[src/wcpw_pkg.sv]
`default_nettype none
package wcpw_pkg;

  // Default capacity and fixed field widths
  localparam int MAX_ENTRIES_DEF = 64;
  localparam int CNT_W           = 7;
  localparam int SP_W            = 4;
  localparam int CRD_W           = 24;
  localparam int BOX_W           = 22;
  localparam int CUT_W           = 48;
  localparam int EXP_W           = 44;
  localparam int CFG_W           = 48;
  localparam int IDX_OUT_W       = 6;
  localparam int DIV_STEPS       = 26;
  localparam int DIVC_W          = 5;

  // Species codes
  localparam logic [SP_W-1:0] ATOM_CODES  = 4'd11;
  localparam logic [SP_W-1:0] CENTER_CODE = 4'd11;

  // Configuration register indexes
  typedef enum logic [2:0] {
    CFG_BOX_X    = 3'd0,
    CFG_BOX_Y    = 3'd1,
    CFG_BOX_Z    = 3'd2,
    CFG_CUTOFF   = 3'd3,
    CFG_FIRST    = 3'd4,
    CFG_EXPECTED = 3'd5
  } cfg_idx_t;

  typedef enum logic [3:0] {
    S_IDLE,
    S_OUT_CHK,
    S_OUT_LAT,
    S_IN_CHK,
    S_IN_LAT,
    S_AX_DIFF,
    S_AX_DIV,
    S_AX_MUL,
    S_AX_RES,
    S_AX_SQ,
    S_AX_ACC,
    S_TEST,
    S_OUT_END,
    S_EMIT,
    S_FIN
  } state_t;

  // Controller to datapath commands
  typedef struct packed {
    logic             load;
    logic             rd_en;
    logic [CNT_W-1:0] rd_addr;
    logic [CNT_W-1:0] outer;
    logic [CNT_W-1:0] inner;
    logic [1:0]       axis;
    logic             wrap;
    logic             latch_outer;
    logic             clr_acc;
    logic             diff;
    logic             mul;
    logic             res;
    logic             sq;
    logic             acc;
    logic             test;
    logic             out_end;
    logic             emit;
    logic             clear;
  } cmd_t;

  // Datapath to controller status
  typedef struct packed {
    logic [CNT_W-1:0] count;
    logic [CNT_W-1:0] first_idx;
    logic [SP_W-1:0]  rd_species;
    logic             outer_assigned;
    logic             inner_under;
    logic             div_done;
  } status_t;

endpackage
`default_nettype wire

[src/wcpw_ctrl.sv]
`default_nettype none
module wcpw_ctrl (
  input  wire logic              clk,
  input  wire logic              rst,
  input  wire logic              start,
  input  wire logic              last_entry,
  input  wire wcpw_pkg::status_t st,
  output wcpw_pkg::cmd_t         cmd,
  output logic                   busy
);

  wcpw_pkg::state_t                state, state_next;
  logic [wcpw_pkg::CNT_W-1:0]      outer, outer_next;
  logic [wcpw_pkg::CNT_W-1:0]      inner, inner_next;
  logic [1:0]                      axis, axis_next;
  logic                            wrap, wrap_next;

  // State and loop counters
  always_ff @(posedge clk) begin
    if (rst) begin
      state <= wcpw_pkg::S_IDLE;
      outer <= '0;
      inner <= '0;
      axis  <= '0;
      wrap  <= 1'b0;
    end else begin
      state <= state_next;
      outer <= outer_next;
      inner <= inner_next;
      axis  <= axis_next;
      wrap  <= wrap_next;
    end
  end

  assign busy = (state != wcpw_pkg::S_IDLE);

  // Sequence the count pass, the wrap pass and the emit sweep
  always_comb begin
    state_next  = state;
    outer_next  = outer;
    inner_next  = inner;
    axis_next   = axis;
    wrap_next   = wrap;
    cmd         = '0;
    cmd.outer   = outer;
    cmd.inner   = inner;
    cmd.axis    = axis;
    cmd.wrap    = wrap;
    unique case (state)
      wcpw_pkg::S_IDLE: begin
        cmd.load = start;
        if (start && last_entry) begin
          outer_next = '0;
          wrap_next  = 1'b0;
          state_next = wcpw_pkg::S_OUT_CHK;
        end
      end
      wcpw_pkg::S_OUT_CHK: begin
        if (outer >= st.count) begin
          if (!wrap) begin
            outer_next = st.first_idx;
            wrap_next  = 1'b1;
          end else begin
            inner_next = '0;
            state_next = wcpw_pkg::S_EMIT;
          end
        end else if (wrap && st.outer_assigned) begin
          outer_next = outer + 1'b1;
        end else begin
          cmd.rd_en   = 1'b1;
          cmd.rd_addr = outer;
          state_next  = wcpw_pkg::S_OUT_LAT;
        end
      end
      wcpw_pkg::S_OUT_LAT: begin
        cmd.latch_outer = 1'b1;
        if (!wrap && st.rd_species >= wcpw_pkg::ATOM_CODES) begin
          outer_next = outer + 1'b1;
          state_next = wcpw_pkg::S_OUT_CHK;
        end else begin
          inner_next = '0;
          state_next = wcpw_pkg::S_IN_CHK;
        end
      end
      wcpw_pkg::S_IN_CHK: begin
        if (inner >= st.count) begin
          state_next = wcpw_pkg::S_OUT_END;
        end else if (wrap && !st.inner_under) begin
          inner_next = inner + 1'b1;
        end else begin
          cmd.rd_en   = 1'b1;
          cmd.rd_addr = inner;
          state_next  = wcpw_pkg::S_IN_LAT;
        end
      end
      wcpw_pkg::S_IN_LAT: begin
        if (!wrap && st.rd_species != wcpw_pkg::CENTER_CODE) begin
          inner_next = inner + 1'b1;
          state_next = wcpw_pkg::S_IN_CHK;
        end else begin
          cmd.clr_acc = 1'b1;
          axis_next   = '0;
          state_next  = wcpw_pkg::S_AX_DIFF;
        end
      end
      wcpw_pkg::S_AX_DIFF: begin
        cmd.diff   = 1'b1;
        state_next = wrap ? wcpw_pkg::S_AX_DIV : wcpw_pkg::S_AX_RES;
      end
      wcpw_pkg::S_AX_DIV: begin
        if (st.div_done) state_next = wcpw_pkg::S_AX_MUL;
      end
      wcpw_pkg::S_AX_MUL: begin
        cmd.mul    = 1'b1;
        state_next = wcpw_pkg::S_AX_RES;
      end
      wcpw_pkg::S_AX_RES: begin
        cmd.res    = 1'b1;
        state_next = wcpw_pkg::S_AX_SQ;
      end
      wcpw_pkg::S_AX_SQ: begin
        cmd.sq     = 1'b1;
        state_next = wcpw_pkg::S_AX_ACC;
      end
      wcpw_pkg::S_AX_ACC: begin
        cmd.acc = 1'b1;
        if (axis == 2'd2) begin
          state_next = wcpw_pkg::S_TEST;
        end else begin
          axis_next  = axis + 1'b1;
          state_next = wcpw_pkg::S_AX_DIFF;
        end
      end
      wcpw_pkg::S_TEST: begin
        cmd.test   = 1'b1;
        inner_next = inner + 1'b1;
        state_next = wcpw_pkg::S_IN_CHK;
      end
      wcpw_pkg::S_OUT_END: begin
        cmd.out_end = 1'b1;
        outer_next  = outer + 1'b1;
        state_next  = wcpw_pkg::S_OUT_CHK;
      end
      wcpw_pkg::S_EMIT: begin
        cmd.emit    = 1'b1;
        cmd.rd_en   = 1'b1;
        cmd.rd_addr = inner;
        inner_next  = inner + 1'b1;
        if (inner + 1'b1 >= st.count) state_next = wcpw_pkg::S_FIN;
      end
      wcpw_pkg::S_FIN: begin
        cmd.clear  = 1'b1;
        state_next = wcpw_pkg::S_IDLE;
      end
      default: state_next = wcpw_pkg::S_IDLE;
    endcase
  end

endmodule
`default_nettype wire

[config.mk]
export PLATFORM = sky130hd
export DESIGN_NAME = wcpw_ctrl
export DESIGN_NICKNAME = d
export VERILOG_FILES = /design/src/wcpw_pkg.sv /design/src/wcpw_ctrl.sv
export SDC_FILE = /design/constraint.sdc
export NUM_CORES = 1
export LEC_CHECK = 0
export ABC_AREA = 1
export BUFFER_PORTS_ARGS = -buffer_cell sky130_fd_sc_hd__buf_2
export CORE_AREA = 10 10 76 78
export CTS_CLUSTER_SIZE = 20
export DETAILED_ROUTE_END_ITERATION = 12
export DIE_AREA = 0 0 86 88
export GPL_TIMING_DRIVEN = 0
export PLACE_DENSITY_LB_ADDON = 0.2
export SLEW_MARGIN = 15
export SYNTH_ARGS = -nofsm -noshare
export SYNTH_HDL_FRONTEND = slang
export SYNTH_SLANG_ARGS = --single-unit
[constraint.sdc]
create_clock -name clk -period 4.45 [get_ports clk]
set_input_delay 0.2225 -clock clk [delete_from_list [all_inputs] [get_ports clk]]
set_output_delay 0.2225 -clock clk [all_outputs]
set_load 0.02 [all_outputs]
==> results.md <==
* # diodes at 0
* Crit path required time at 4230 ps
* Root Buffer: clkbuf_8
* DRT iter0 DRCs at 155
* Post-CTS Setup Inserts at 0
* Initial Util at 0.530
* Wire per inst at 12.4 microns
* Die Y at 88 microns
* Crit. End Element: primary output
* Design Area, Final at 0.00269 sq mm
* Final WL at 6170 microns
* Count of cell types in the netlist at 30
* Chip width at 86 microns
* TritonCTS clock tree: yes
* Post-synth top flop: dfxtp_1
* CTS resizes at 0
* Post-synth top cells: nand2_1 (126), inv_1 (55), nor2_1 (49)
* Max_slew headroom at 0.657
* Post-route ant nets at 0
* Via count at 2,454
* Top-area cell type share of the netlist area at 0.208
* HP Class: primary input to flop
* Worst Tran Pin Value at 514 ps
* Setup Skew at 3.54 ps
* GPL Wtd Cong at 0.922
* Post-Synthesis Cells at 381
* # port buffers at 61
* Vias in the first global route at 2,330
* Min cycle time layout at 2500 ps
* CP startpoint kind: flop
* Fin. Hold Viols at 0
* Fin nets at 496
* Synthesized area at 0.00228 sq mm
* Critical Path AT at 2280 ps
* Layout area overhead at 18.2%
* Max cap viols at 0
* Leakage dissipation at 1.64 nW
* Share of cells above drive strength 1 at 0.209
* Mean post-synth cell area at 5.98 sq um
* Standard-cell rows at 24
* Synth warn at 0
* Util after Layout at 0.627
* Total CTS buffers at 3
* Vias per inst at 4.93
* Number of enable flip-flop cells after synthesis at 0
* Cts hold-fix bufs at 0
* Pin count of the biggest net entering global routing at 12
* Clock sink total at 21
* Post-DP HPWL at 5270 microns
* Clk Latency, worst-skew pair at 260 ps
* Top-count cell post-synth: nand2_1
* Post-synthesis sequential element count at 21
* Max VDD drop at 0.245 mV
* Total global routing overflow at 0
* Filler Cell Count at 457
* Pwr/cell area at 479 mW/mm^2
* Status: finished clean
* Die footprint at 0.00757 sq mm
* Slew Limit Fails at 0
* WS Path Type: flop to primary output
* Clock slew at reported path FFs at 90 ps
* First-pass GRT wire length at 10,500 microns
* Synth area leader: nand2_1
* CTS max path bufs at 2
* I/O pin total at 63
* Dpl cell area at 0.00265 sq mm
* Synthesized Nets at 430
* Fin crit share at 0.561
* Sequential share of the synthesized area at 0.185
* RSZ-0062 raised after global routing: no
* DRT Pass-1 Iters at 4
* Tot Pwr at 0.00129 W
* Async S/R FF share, synth at 0
* Finish-stage setup viols at 0
* Initial antenna violation count at 0
* Final TNS setup at 0 ps
* Core ar. at 0.00429 sq mm
* FMAX at 400 MHz
* Drt drc at 0
* CTS HTree Levels at 1
* Hold_ws at 299 ps
* Total GRT Usage at 0.164
* CP max FO at 7
* Synth area leaders: nand2_1 (21%), dfxtp_1 (18%), ha_1 (13%), inv_1 (9.1%), nor2_1 (8.1%)
## flip-flops by register name, indices dropped and copies added (netlist names)
name   count
wrap       1
axis       2
outer      7
state      4
inner      7
## cell families after synthesis
logic type	after synthesis	share of synthesized area
flip-flops	21	0.185
AND/OR/NAND/NOR	228	0.454
buffers and inverters	64	0.110
AO/OA/AOI/OAI	35	0.0846
adder cells (fa/ha/maj)	24	0.132
XOR/XNOR	9	0.0346
## metal layers
layer  global-route usage  wire (microns)
met3               0.0399             463
met1                0.205            2840
met5                    0               0
met4               0.0284              35
met2                0.280            2840
## path summary, 6_finish.rpt
kind                               start  cells after the start  slack (ps)       end
worst max-delay path            inner[0]                     12        1950   cmd[32]
worst min register to register   axis[1]                      1         530   axis[1]
worst min-delay path               st[7]                      5         300  outer[0]
worst max register to register  inner[0]                     16        2010  state[1]
## final cells by class
class	instances	area, sq um	share of cell area
plain buffers	3	18.8	0.00697
clock buffers	4	45.0	0.0167
inverters	61	231	0.0860
multi-input cells	296	1610	0.597
flip-flops and latches	21	420	0.156
well taps	52	65.1	0.0242
repair buffers	61	305	0.113
## worst max-delay path, cell delays in order, from the launching register on
cell     delay (ps)
dfxtp_1         470
inv_1           100
ha_1            300
inv_1            60
nand2_1          50
nand2_1          60
nand2_1          60
nand2_1         100
nand2_1          80
o21ai_1         220
inv_1           150
o22ai_1         170
buf_2           200
## cells in the final DEF, fill, tap and decap left out, types with 2 or more instances in the layout
cell type  Yosys  routed
nand4_1        2       2
ha_1          24      24
buf_2          0      61
nand3_1       25      25
dfxtp_1       21      21
o21ai_1        3       3
clkbuf_1       1       2
inv_2          5       5
o22ai_1        5       5
nand2_1      126     126
nand2_2        2       2
nor2_2         6       6
nand2_4        3       3
o21ai_0        6       6
a21oi_1       18      18
xor2_1         9       9
nor3_1         5       5
clkbuf_8       0       3
nor2_1        49      49
inv_1         55      55
nor2_4         5       5
## metrics by stage
stage                     cells  worst slack (ps)
after floorplan             381              2200
after global placement      494              2060
after detailed placement    494              2030
after CTS                   498              1940
after global routing        498              1700
final                       498              1950
## power by group
| part | switching (W) | internal (W) |
|---|---|---|
| Sequential | 0.0000614 | 0.000230 |
| Combinational | 0.000574 | 0.000291 |
| Clock | 0.0000698 | 0.0000639 |
Power figures use the tool's default switching activity.
